$ cat config.mk
export PLATFORM = sky130hd
export DESIGN_NAME = ltg_front
export DESIGN_NICKNAME = d
export VERILOG_FILES = /design/src/rtl/ltg_pkg.sv /design/src/rtl/ltg_front.sv
export SDC_FILE = /design/constraint.sdc
export NUM_CORES = 1
export LEC_CHECK = 0
export BUFFER_PORTS_ARGS = -buffer_cell sky130_fd_sc_hd__buf_4
export CORE_MARGIN = 5
export CORE_UTILIZATION = 40
export CTS_CLUSTER_SIZE = 10
export DETAILED_ROUTE_END_ITERATION = 6
export GPL_TIMING_DRIVEN = 1
export HOLD_SLACK_MARGIN = 0.1
export PLACE_DENSITY = 0.64
export SYNTH_ARGS = -nofsm -noshare
export SYNTH_HDL_FRONTEND = slang
export SYNTH_SLANG_ARGS = --single-unit
$ cat constraint.sdc
create_clock -name clock -period 3.6 [get_ports clock]
set_input_delay 0 -clock clock [delete_from_list [all_inputs] [get_ports clock]]
set_output_delay 0 -clock clock [all_outputs]
set_load 0.01 [all_outputs]
$ cat src/rtl/ltg_pkg.sv
// Shared types and constants of the toroidal life grid generation core.
package ltg_pkg;

   // Grid geometry
   localparam int MAX_ROWS = 64;
   localparam int MAX_COLS = 64;
   localparam int ROW_AW   = $clog2(MAX_ROWS);
   localparam int COL_AW   = $clog2(MAX_COLS);
   localparam int SIZE_W   = 7;

   // Configuration register indexes
   localparam int CSR_AW = 1;
   localparam logic [CSR_AW-1:0] CSR_ROW_COUNT    = 1'b0;
   localparam logic [CSR_AW-1:0] CSR_COLUMN_COUNT = 1'b1;

   // Request command codes
   localparam logic [1:0] CMD_WRITE   = 2'd0;
   localparam logic [1:0] CMD_READ    = 2'd1;
   localparam logic [1:0] CMD_ADVANCE = 2'd2;

   // Request queue between front and back
   localparam int QUEUE_DEPTH = 2;
   localparam int QPTR_W      = $clog2(QUEUE_DEPTH);
   localparam int QCNT_W      = $clog2(QUEUE_DEPTH + 1);

   // B3/S23 neighbour counts
   localparam logic [3:0] SURVIVE_MIN = 4'd2;
   localparam logic [3:0] BIRTH_COUNT = 4'd3;

   typedef logic [ROW_AW-1:0]   row_addr_type;
   typedef logic [COL_AW-1:0]   col_addr_type;
   typedef logic [SIZE_W-1:0]   size_val_type;
   typedef logic [MAX_COLS-1:0] row_bits_type;
   typedef logic [3:0]          count_type;

   // Operation kinds after classification
   typedef enum logic [1:0] {
      OP_NOP,
      OP_WRITE,
      OP_READ,
      OP_ADVANCE
   } op_kind_type;

   typedef struct packed {
      op_kind_type  kind;
      row_addr_type row;
      col_addr_type col;
      logic         cell_bit;
   } op_type;

   // Area in use, already clamped to 1..MAX
   typedef struct packed {
      size_val_type rows;
      size_val_type cols;
   } size_type;

endpackage

$ cat src/rtl/ltg_front.sv
// Front end: accepts requests, classifies them and queues them for the back end.
module ltg_front (
   input  logic              clock,
   input  logic              reset,
   input  logic              req_valid,
   output logic              req_stall,
   input  logic [1:0]        req_cmd,
   input  logic [5:0]        req_row,
   input  logic [5:0]        req_col,
   input  logic              req_cell_in,
   input  ltg_pkg::size_type size,
   output logic              op_valid,
   output ltg_pkg::op_type   op,
   input  logic              op_take
);

   ltg_pkg::op_type           entry_ff [ltg_pkg::QUEUE_DEPTH];
   logic [ltg_pkg::QPTR_W-1:0] wr_ptr_ff, wr_ptr_in;
   logic [ltg_pkg::QPTR_W-1:0] rd_ptr_ff, rd_ptr_in;
   logic [ltg_pkg::QCNT_W-1:0] count_ff, count_in;
   ltg_pkg::op_type           dec_op;
   logic                      in_area;
   logic                      push;

   // classify: cell commands outside the area in use do nothing
   always_comb begin
      in_area = ({1'b0, req_row} < size.rows) && ({1'b0, req_col} < size.cols);
      dec_op.row      = req_row;
      dec_op.col      = req_col;
      dec_op.cell_bit = req_cell_in;
      case (req_cmd)
         ltg_pkg::CMD_WRITE:   dec_op.kind = in_area ? ltg_pkg::OP_WRITE : ltg_pkg::OP_NOP;
         ltg_pkg::CMD_READ:    dec_op.kind = in_area ? ltg_pkg::OP_READ : ltg_pkg::OP_NOP;
         ltg_pkg::CMD_ADVANCE: dec_op.kind = ltg_pkg::OP_ADVANCE;
         default:              dec_op.kind = ltg_pkg::OP_NOP;
      endcase
   end

   // queue pointers
   always_comb begin
      req_stall = (count_ff == ltg_pkg::QCNT_W'(ltg_pkg::QUEUE_DEPTH));
      push      = req_valid && !req_stall;
      op_valid  = (count_ff != '0);
      op        = entry_ff[rd_ptr_ff];
      wr_ptr_in = wr_ptr_ff;
      rd_ptr_in = rd_ptr_ff;
      count_in  = count_ff;
      if (push) begin
         wr_ptr_in = (wr_ptr_ff == ltg_pkg::QPTR_W'(ltg_pkg::QUEUE_DEPTH - 1)) ?
                     '0 : wr_ptr_ff + 1'b1;
      end
      if (op_take) begin
         rd_ptr_in = (rd_ptr_ff == ltg_pkg::QPTR_W'(ltg_pkg::QUEUE_DEPTH - 1)) ?
                     '0 : rd_ptr_ff + 1'b1;
      end
      if (push && !op_take) begin
         count_in = count_ff + 1'b1;
      end else if (!push && op_take) begin
         count_in = count_ff - 1'b1;
      end
   end

   always_ff @(posedge clock) begin
      if (reset) begin
         wr_ptr_ff <= '0;
         rd_ptr_ff <= '0;
         count_ff  <= '0;
      end else begin
         wr_ptr_ff <= wr_ptr_in;
         rd_ptr_ff <= rd_ptr_in;
         count_ff  <= count_in;
      end
      if (push) begin
         entry_ff[wr_ptr_ff] <= dec_op;
      end
   end

`ifndef NO_ASSERTIONS
   a_count_bound: assert property (@(posedge clock) disable iff (reset)
      count_ff <= ltg_pkg::QCNT_W'(ltg_pkg::QUEUE_DEPTH))
      else $error("request queue over its depth");

   a_take_nonempty: assert property (@(posedge clock) disable iff (reset)
      op_take |-> op_valid)
      else $error("back end took from an empty queue");
`endif

endmodule

==> results.md, run 1 <==
- result of the run: complete, no violations
- largest net degree at the start of global routing: 16
- Max FO, Critical Path: 3
- # IOs: 50
- drt pass-1 iters: 4
- global-route total usage across every layer: 12.04%
- commonest cells after routing, fill and taps aside: sky130_fd_sc_hd__buf_4 (50), sky130_fd_sc_hd__edfxtp_1 (30), sky130_fd_sc_hd__dlygate4sd3_1 (18)
- starting density of the core: 40.67%
- Clock Skew: 0.006522 ns
- net count after synthesis: 156
- sequential element share of the synthesized area: 61.97%
- RSZ-0062 raised after global routing: false
- Overall Power: 1.021 mW
- fraction of layout instances using a drive strength above 1: 40.32%
- number of pins exceeding their max-slew limit in the final report: 0
- Max Fclk: 456.0 MHz
- number of maximum-capacitance violations: 0
- number of enable-type register cells in the synthesized netlist: 30
- TritonCTS Sinks: 35
- worst path arrival time: 2.22 ns
- number of synthesis warnings: 0
- class of the tightest hold or removal check: input port to flop
- Syn Std Cell Area: 1615 um^2
- number of global-route vias before repair: 1111
- ANT nets after route: 0
- dpl hpwl: 2.234 mm
- Via-to-Cell Ratio: 4.517
- critical-path cell list: dlygate4sd3_1 -> buf_4 -> ha_1 -> a211oi_1 -> or3_1 -> o311ai_1 -> o31ai_1 -> dlygate4sd3_1
- total negative slack for setup checks: 0 ns
- CP Data Required Time: 3.62 ns
- number of nets at the end of the flow: 229
- core area: 3971 um^2
- CTS root buf: sky130_fd_sc_hd__clkbuf_8
- DRC marker count from the first detailed-route iteration: 43
- hold violation count in the final report: 0
- CP Buf/Inv Count: 3
- first-pass GRT wire length: 4.933 mm
- Syn-to-layout area delta: 42.45%
- DIE HEIGHT: 73.55 um
- most instantiated flip-flop cell in the synthesis netlist: sky130_fd_sc_hd__edfxtp_1
- Worst slew margin: 52.06%
- reported leakage power: 0.9919 nW
- chip width: 73.55 um
- Setup crit end kind: flop
- CP most frequent cell: sky130_fd_sc_hd__dlygate4sd3_1
- kind of launch point of the worst setup path: input port
- worst slew pin tran: 0.7192 ns
- Total Wirelength: 2.975 mm
- time the final worst path needs with I/O delays and setup: 2.193 ns
- worst supply voltage drop on vdd: 280.9 uV
- mean cell area of the mapped netlist: 14.42 um^2
- Synth async-reset ratio: 0%
- number of vias after detailed routing: 1066
- pwr dens: 443.7 nW/um^2
- Unique masters post-synth: 24
- Largest delay share family, worst path: buffers and inverters
- setup repair bufs after CTS: 0
- Site Rows: 23
- antenna violations before repair: 0
- filler-free cell count of the finished design: 236
- leading cell type in the layout, fill and taps excluded: sky130_fd_sc_hd__buf_4
- RD Place Congestion: 0.7730
- WL per Instance: 12.61 um
- DRC Markers: 0
- part of the cycle the worst path needs: 60.92%
- H-Tree Depth: 2
- number of instances in the placed design: 210
- number of clock buffers inserted by TritonCTS: 5
- Crit path largest cell delay: 0.57 ns
- Synth Instances: 112
- Max clock buf depth: 2
- setup-violating endpoint count in the final report: 0
- quantity of I/O buffers inserted on ports: 49
- Total Die Area: 5409 um^2
- clk_lat worst skew: 0.28 ns
- CTS tree: done
- worst slack on hold paths: 0.1358 ns
- clock transition at the registers of the reported paths: 0.06 ns
- cell with the largest stage delay on the worst path: sky130_fd_sc_hd__dlygate4sd3_1
- Critical Setup Path Class: input port to flop
- flip-flop and latch count after synthesis: 35
- diode count: 0
- sum of overflow across all layers after global routing: 0
-- worst reg2reg max path, stage by stage, from the launching register on --
cell	delay, ns
sky130_fd_sc_hd__dfxtp_1	0.34
sky130_fd_sc_hd__nand2b_1	0.18
sky130_fd_sc_hd__nand2_1	0.12
sky130_fd_sc_hd__inv_1	0.06
sky130_fd_sc_hd__ha_1	0.31
sky130_fd_sc_hd__or3_1	0.36
sky130_fd_sc_hd__a21oi_1	0.14
-- power by group --
group	total, mW	switching, mW	internal (mW)
logic	0.245	0.108	0.138
clock network	0.255	0.123	0.132
registers	0.521	0.0219	0.499
-- sequential cells by signal, summed over array words and instances, names as in the netlist, named ones only --
signal	flops
wr_ptr_ff	1
rd_ptr_ff	1
count_ff	2
entry_ff	30
-- cell usage after synthesis (2+ instances only) --
library cell                n  area [um^2]
sky130_fd_sc_hd__nand4b_1   2        17.52
sky130_fd_sc_hd__or3_1      3        18.77
sky130_fd_sc_hd__nor2_1     9        33.78
sky130_fd_sc_hd__edfxtp_1  30        900.9
sky130_fd_sc_hd__o31ai_1    2        15.01
sky130_fd_sc_hd__dfxtp_1    5        100.1
sky130_fd_sc_hd__a211oi_2   2        25.02
sky130_fd_sc_hd__ha_1      11        137.6
sky130_fd_sc_hd__mux2_2    15        168.9
sky130_fd_sc_hd__inv_1     13        48.80
sky130_fd_sc_hd__xor2_1     3        26.28
sky130_fd_sc_hd__a211oi_1   2        15.01
sky130_fd_sc_hd__nand2b_4   2        27.53
sky130_fd_sc_hd__nand2b_1   3        18.77
-- worst paths after layout --
kind / from / end / slack, ns / depth (start not counted)
worst max-delay path: req_row[4] / entry_ff[0][13] / 1.41 / 8
worst min-delay path: req_valid / wr_ptr_ff / 0.14 / 4
worst max register to register: count_ff[0] / count_ff[1] / 2.04 / 6
worst min register to register: count_ff[1] / count_ff[1] / 0.51 / 2
-- metrics by stage --
step                      worst slack, ns  util (%)  instance area [um^2]
after floorplan                     1.957         -                  1615
after global routing                1.303     57.94                  2301
after detailed placement            2.023     51.39                  2041
after global placement              2.067     51.39                  2041
final                               1.407     57.94                  2301
after CTS                           1.410     57.94                  2301
-- routing by layer --
metal  part of all wire (%)  global-route usage, %
met5                      0                      0
met4                   0.61                  2.414
met3                    8.3                  4.651
met2                     49                  19.69
met1                     43                  15.20
-- logic make-up after synthesis --
family	synth area share, %
compound gates	4.569
buf+inv	3.796
xor+xnor	2.169
flops	61.97
simple gates	8.521
mux	10.46
fa+ha+maj	8.520
-- final cells by class --
class / count / area (um^2)
well taps: 50 / 62.56
fillers: 341 / 1670
clock inverters: 2 / 7.507
flip-flops and latches: 35 / 1001
clock buffers: 6 / 72.57
multi-input cells: 62 / 553.0
inverters: 13 / 48.80
repair buffers: 68 / 555.5
-- repair_timing --
action / 4_1_cts / 5_1_grt
hold buffers: 18 / 0
resized for setup: 0 / 0
hold endpoints to repair: 35 / 0
No activity file was read; power rests on OpenSTA's default activity.
==> run 2, diff against run 1 <==
--- a/config.mk
+++ b/config.mk
@@ -5,6 +5,7 @@
 export SDC_FILE = /design/constraint.sdc
 export NUM_CORES = 1
 export LEC_CHECK = 0
+export ABC_AREA = 1
 export BUFFER_PORTS_ARGS = -buffer_cell sky130_fd_sc_hd__buf_4
 export CORE_MARGIN = 5
 export CORE_UTILIZATION = 40
@@ -12,7 +13,7 @@
 export DETAILED_ROUTE_END_ITERATION = 6
 export GPL_TIMING_DRIVEN = 1
 export HOLD_SLACK_MARGIN = 0.1
-export PLACE_DENSITY = 0.64
+export PLACE_DENSITY = 0.66
 export SYNTH_ARGS = -nofsm -noshare
 export SYNTH_HDL_FRONTEND = slang
 export SYNTH_SLANG_ARGS = --single-unit
==> constraint.sdc (replaced) <==
create_clock -name clock -period 2 [get_ports clock]
set_input_delay 0 -clock clock [delete_from_list [all_inputs] [get_ports clock]]
set_output_delay 0 -clock clock [all_outputs]
set_load 0.01 [all_outputs]
==> run 2 against run 1 <==
  * Critical path depth down 5
  * Combinational power up 73%
  * Worst setup slack worse by 0.98 ns
  * Non-clock buffer count up 3
  * Cell count up 13%
  * Design area up 4.7%
  * Die area up 5.0%
==> results.md, run 2 <==
- post-CTS resize count: 0, unchanged
- Sw Pwr: 0.4383 mW, was 0.2528 mW
- clock transition at the registers of the reported paths: 0.06 ns, about the same
- global routing usage on met2: 22.24%, was 19.69%
- # IOs: 50, unchanged
- dpl hpwl: 2.594 mm, was 2.234 mm
- diode count: 0, unchanged
- Clock Skew: 0.003650 ns, was 0.006522 ns
- Total Wirelength: 3.261 mm, was 2.975 mm
- fraction of layout instances using a drive strength above 1: 35.94%, was 40.32%
- reg-to-reg critical path startpoint: count_ff[1], was count_ff[0]
- cell types with the highest counts after synthesis: sky130_fd_sc_hd__edfxtp_1 (30), sky130_fd_sc_hd__inv_1 (24), sky130_fd_sc_hd__nand2_1 (24), was sky130_fd_sc_hd__edfxtp_1 (30), sky130_fd_sc_hd__mux2_2 (15), sky130_fd_sc_hd__inv_1 (13)
- global-route layer with the greatest usage: met2, unchanged
- kind of launch point of the worst setup path: flop, was input port
- worst slew pin tran: 0.4652 ns, was 0.7192 ns
- DRC marker count from the first detailed-route iteration: 88, was 43
- Post-CTS Hold Buffers: 17, was 18
- Max Fclk: 636.7 MHz
- number of clock buffers inserted by TritonCTS: 5, unchanged
- Synth async-reset ratio: 0%, unchanged
- drt pass-1 iters: 4, unchanged
- number of filler cells placed in the layout: 338, was 341
- Site Rows: 23, unchanged
- flop-to-flop setup slack: 0.49 ns, was 2.04 ns
- leading cell type in the layout, fill and taps excluded: sky130_fd_sc_hd__buf_4, unchanged
- RD Place Congestion: 0.6938, was 0.7730
- global routing usage on met1: 12.88%, was 15.20%
- Max FO, Critical Path: 9, was 3
- part of the cycle the worst path needs: 78.53%
- pwr dens: 739.4 nW/um^2, was 443.7 nW/um^2
- Synth Instances: 140, was 112
- total negative slack for setup checks: 0 ns, unchanged
- worst supply voltage drop on vdd: 447.2 uV, was 280.9 uV
- CP Data Required Time: 2.00 ns, was 3.62 ns
- commonest cells after routing, fill and taps aside: sky130_fd_sc_hd__buf_4 (53), sky130_fd_sc_hd__edfxtp_1 (30), sky130_fd_sc_hd__inv_1 (24), sky130_fd_sc_hd__nand2_1 (24), sky130_fd_sc_hd__dlygate4sd3_1 (17), was sky130_fd_sc_hd__buf_4 (50), sky130_fd_sc_hd__edfxtp_1 (30), sky130_fd_sc_hd__dlygate4sd3_1 (18)
- time the final worst path needs with I/O delays and setup: 1.571 ns
- Synth area leaders: sky130_fd_sc_hd__edfxtp_1 (53%), sky130_fd_sc_hd__mux2_4 (8.8%), sky130_fd_sc_hd__ha_1 (8.1%), sky130_fd_sc_hd__dfxtp_1 (5.9%), sky130_fd_sc_hd__inv_1 (5.3%), was sky130_fd_sc_hd__edfxtp_1 (56%), sky130_fd_sc_hd__mux2_2 (10%), sky130_fd_sc_hd__ha_1 (8.5%), sky130_fd_sc_hd__dfxtp_1 (6.2%), sky130_fd_sc_hd__inv_1 (3.0%)
- reg-to-reg critical path endpoint: count_ff[1], unchanged
- largest registers: entry_ff (30), count_ff (2), unchanged
- sequential element share of the synthesized area: 58.57%, was 61.97%
- Syn-to-layout area delta: 40.92%, was 42.45%
- CTS tree: done, unchanged
- Syn Std Cell Area: 1709 um^2, was 1615 um^2
- number of maximum-capacitance violations: 0, unchanged
- largest net degree at the start of global routing: 11, was 16
- WL per Instance: 12.21 um, was 12.61 um
- cell area after placement: 2158 um^2, was 2041 um^2
- clk_lat worst skew: 0.28 ns, about the same
- starting density of the core: 42.12%, was 40.67%
- quantity of I/O buffers inserted on ports: 49, unchanged
- register with the most flip-flops: entry_ff, unchanged
- mean cell area of the mapped netlist: 12.21 um^2, was 14.42 um^2
- DIE HEIGHT: 75.37 um, was 73.55 um
- Max clock buf depth: 2, unchanged
- ANT nets after route: 0, unchanged
- max FFs per register: 30, unchanged
- number of synthesis warnings: 0, unchanged
- RSZ-0062 raised after global routing: false, unchanged
- first-pass GRT wire length: 5.168 mm, was 4.933 mm
- Total Die Area: 5680 um^2, was 5409 um^2
- Seq pwr share: 50.1%, was 51.0%
- DRC Markers: 0, unchanged
- clock network power share: 26.0%, was 24.9%
- most common cell in the netlist: sky130_fd_sc_hd__edfxtp_1, unchanged
- number of pins exceeding their max-slew limit in the final report: 0, unchanged
- proportion of netlist area held by the largest area contributor: 52.71%, was 55.77%
- chip width: 75.37 um, was 73.55 um
- Pint: 1.343 mW, was 0.7681 mW
- antenna violations before repair: 0, unchanged
- Setup crit end kind: primary output, was flop
- setup-violating endpoint count in the final report: 0, unchanged
- flip-flop and latch count after synthesis: 35, unchanged
- number of nets at the end of the flow: 260, was 229
- result of the run: complete, no violations, unchanged
- H-Tree Depth: 2, unchanged
- Global Route met3 Usage: 3.034%, was 4.651%
- most instantiated flip-flop cell in the synthesis netlist: sky130_fd_sc_hd__edfxtp_1, unchanged
- worst path arrival time: 1.57 ns, was 2.22 ns
- Final Cell Area: 2409 um^2, was 2301 um^2
- Worst Reg2Reg Path Length in Cells: 8, was 6
- Sw Ratio: 24.61%, was 24.76%
- Comb power frac: 23.9%, was 24.0%
- setup repair bufs after CTS: 0, unchanged
- Via-to-Cell Ratio: 4.547, was 4.517
- global-route total usage across every layer: 12.32%, was 12.04%
- TritonCTS Sinks: 35, unchanged
- reported leakage power: 1.129 nW, was 0.9919 nW
- number of enable-type register cells in the synthesized netlist: 30, unchanged
- end of the critical path: op[3], was entry_ff[0][13]
- Unique masters post-synth: 21, was 24
- CTS root buf: sky130_fd_sc_hd__clkbuf_8, unchanged
- net count after synthesis: 184, was 156
- class of the tightest hold or removal check: input port to flop, unchanged
- Worst slew margin: 68.94%, was 52.06%
- Critical Setup Path Class: flop to primary output, was input port to flop
- leading area contributor after synthesis: sky130_fd_sc_hd__edfxtp_1, unchanged
- number of vias after detailed routing: 1214, was 1066
- core area: 4058 um^2, was 3971 um^2
- hold violation count in the final report: 0, unchanged
- sum of overflow across all layers after global routing: 0, unchanged
- number of global-route vias before repair: 1266, was 1111
[run 2: cell types whose count changed in the layout (fill, tap and decap cells not counted), moves of 3 or more]
| cell | previous run | this run |
|---|---|---|
| sky130_fd_sc_hd__nand2b_1 | 3 | 0 |
| sky130_fd_sc_hd__nand2_1 | 1 | 24 |
| sky130_fd_sc_hd__buf_4 | 50 | 53 |
| sky130_fd_sc_hd__mux2_2 | 15 | 5 |
| sky130_fd_sc_hd__inv_1 | 13 | 24 |
| sky130_fd_sc_hd__or3_1 | 3 | 0 |
| sky130_fd_sc_hd__a21oi_1 | 1 | 5 |
| sky130_fd_sc_hd__nand3_1 | 0 | 3 |
| sky130_fd_sc_hd__xor2_1 | 3 | 0 |
| sky130_fd_sc_hd__mux2_4 | 0 | 10 |
[run 2: layout make-up]
class | count | area (um^2) | share of cell area (%)
repair buffers | 71 | 588.1 | 24.42
well taps | 50 | 62.56 | 2.597
multi-input cells | 78 | 583.1 | 24.21
clock inverters | 2 | 7.507 | 0.3117
inverters | 25 | 93.84 | 3.896
flip-flops and latches | 35 | 1001 | 41.56
clock buffers | 6 | 72.57 | 3.013
[run 2: power by group through the flow]
stage	clock, mW	sequential, mW	combinational [mW]
floorplan	0	0.897	0.229
global placement	0	0.904	0.391
detailed placement	0	0.909	0.402
CTS	0.465	0.893	0.432
global route	0.503	0.897	0.468
finish	0.463	0.892	0.425
[run 2: cells by family after synthesis]
| group | count (synthesis) | synth area share [%] |
|---|---|---|
| AO/OA/AOI/OAI | 9 | 3.221 |
| XOR/XNOR | 1 | 0.5125 |
| adder cells (fa/ha/maj) | 11 | 8.053 |
| buffers and inverters | 27 | 7.321 |
| flip-flops | 35 | 58.57 |
| multiplexers | 15 | 12.08 |
| AND/OR/NAND/NOR | 42 | 10.25 |
[run 2: worst min-delay path by stage]
stage | slack, ns | cells past startpoint | start | endpoint
after floorplan | 0.07 | 1 | reset | count_ff[1]
after global placement | 0.19 | 1 | req_cell_in | entry_ff[1][0]
after detailed placement | 0.19 | 1 | req_cell_in | entry_ff[0][0]
after CTS | 0.12 | 4 | req_cmd[0] | entry_ff[0][13]
after global routing | 0.15 | 4 | req_cmd[0] | entry_ff[0][13]
final | 0.14 | 4 | req_cmd[0] | entry_ff[1][13]
[run 2: per-layer routing]
metal | wire [um] | share of wire [%]
met5 | 0 | 0
met4 | 57 | 1.7
met3 | 216 | 6.6
met2 | 1763 | 54
met1 | 1224 | 38
[run 2: critical path, stage by stage (launching register included)]
cell	delay, ns
sky130_fd_sc_hd__dfxtp_1	0.61
sky130_fd_sc_hd__buf_12	0.20
sky130_fd_sc_hd__mux2_2	0.34
sky130_fd_sc_hd__buf_4	0.14
[run 2: per-stage QoR]
stage | std cells | setup WS (ns) | hold slack (ns) | utilization, % | total power, mW
after floorplan | 140 | 0.4565 | 0.06951 | - | 1.126
after global routing | 267 | 0.3648 | 0.1484 | 59.36 | 1.869
final | 267 | 0.4294 | 0.1372 | 59.36 | 1.781
after detailed placement | 242 | 0.5120 | 0.1920 | 53.19 | 1.312
after CTS | 267 | 0.4002 | 0.1243 | 59.36 | 1.791
after global placement | 242 | 0.6645 | 0.1866 | 53.19 | 1.295
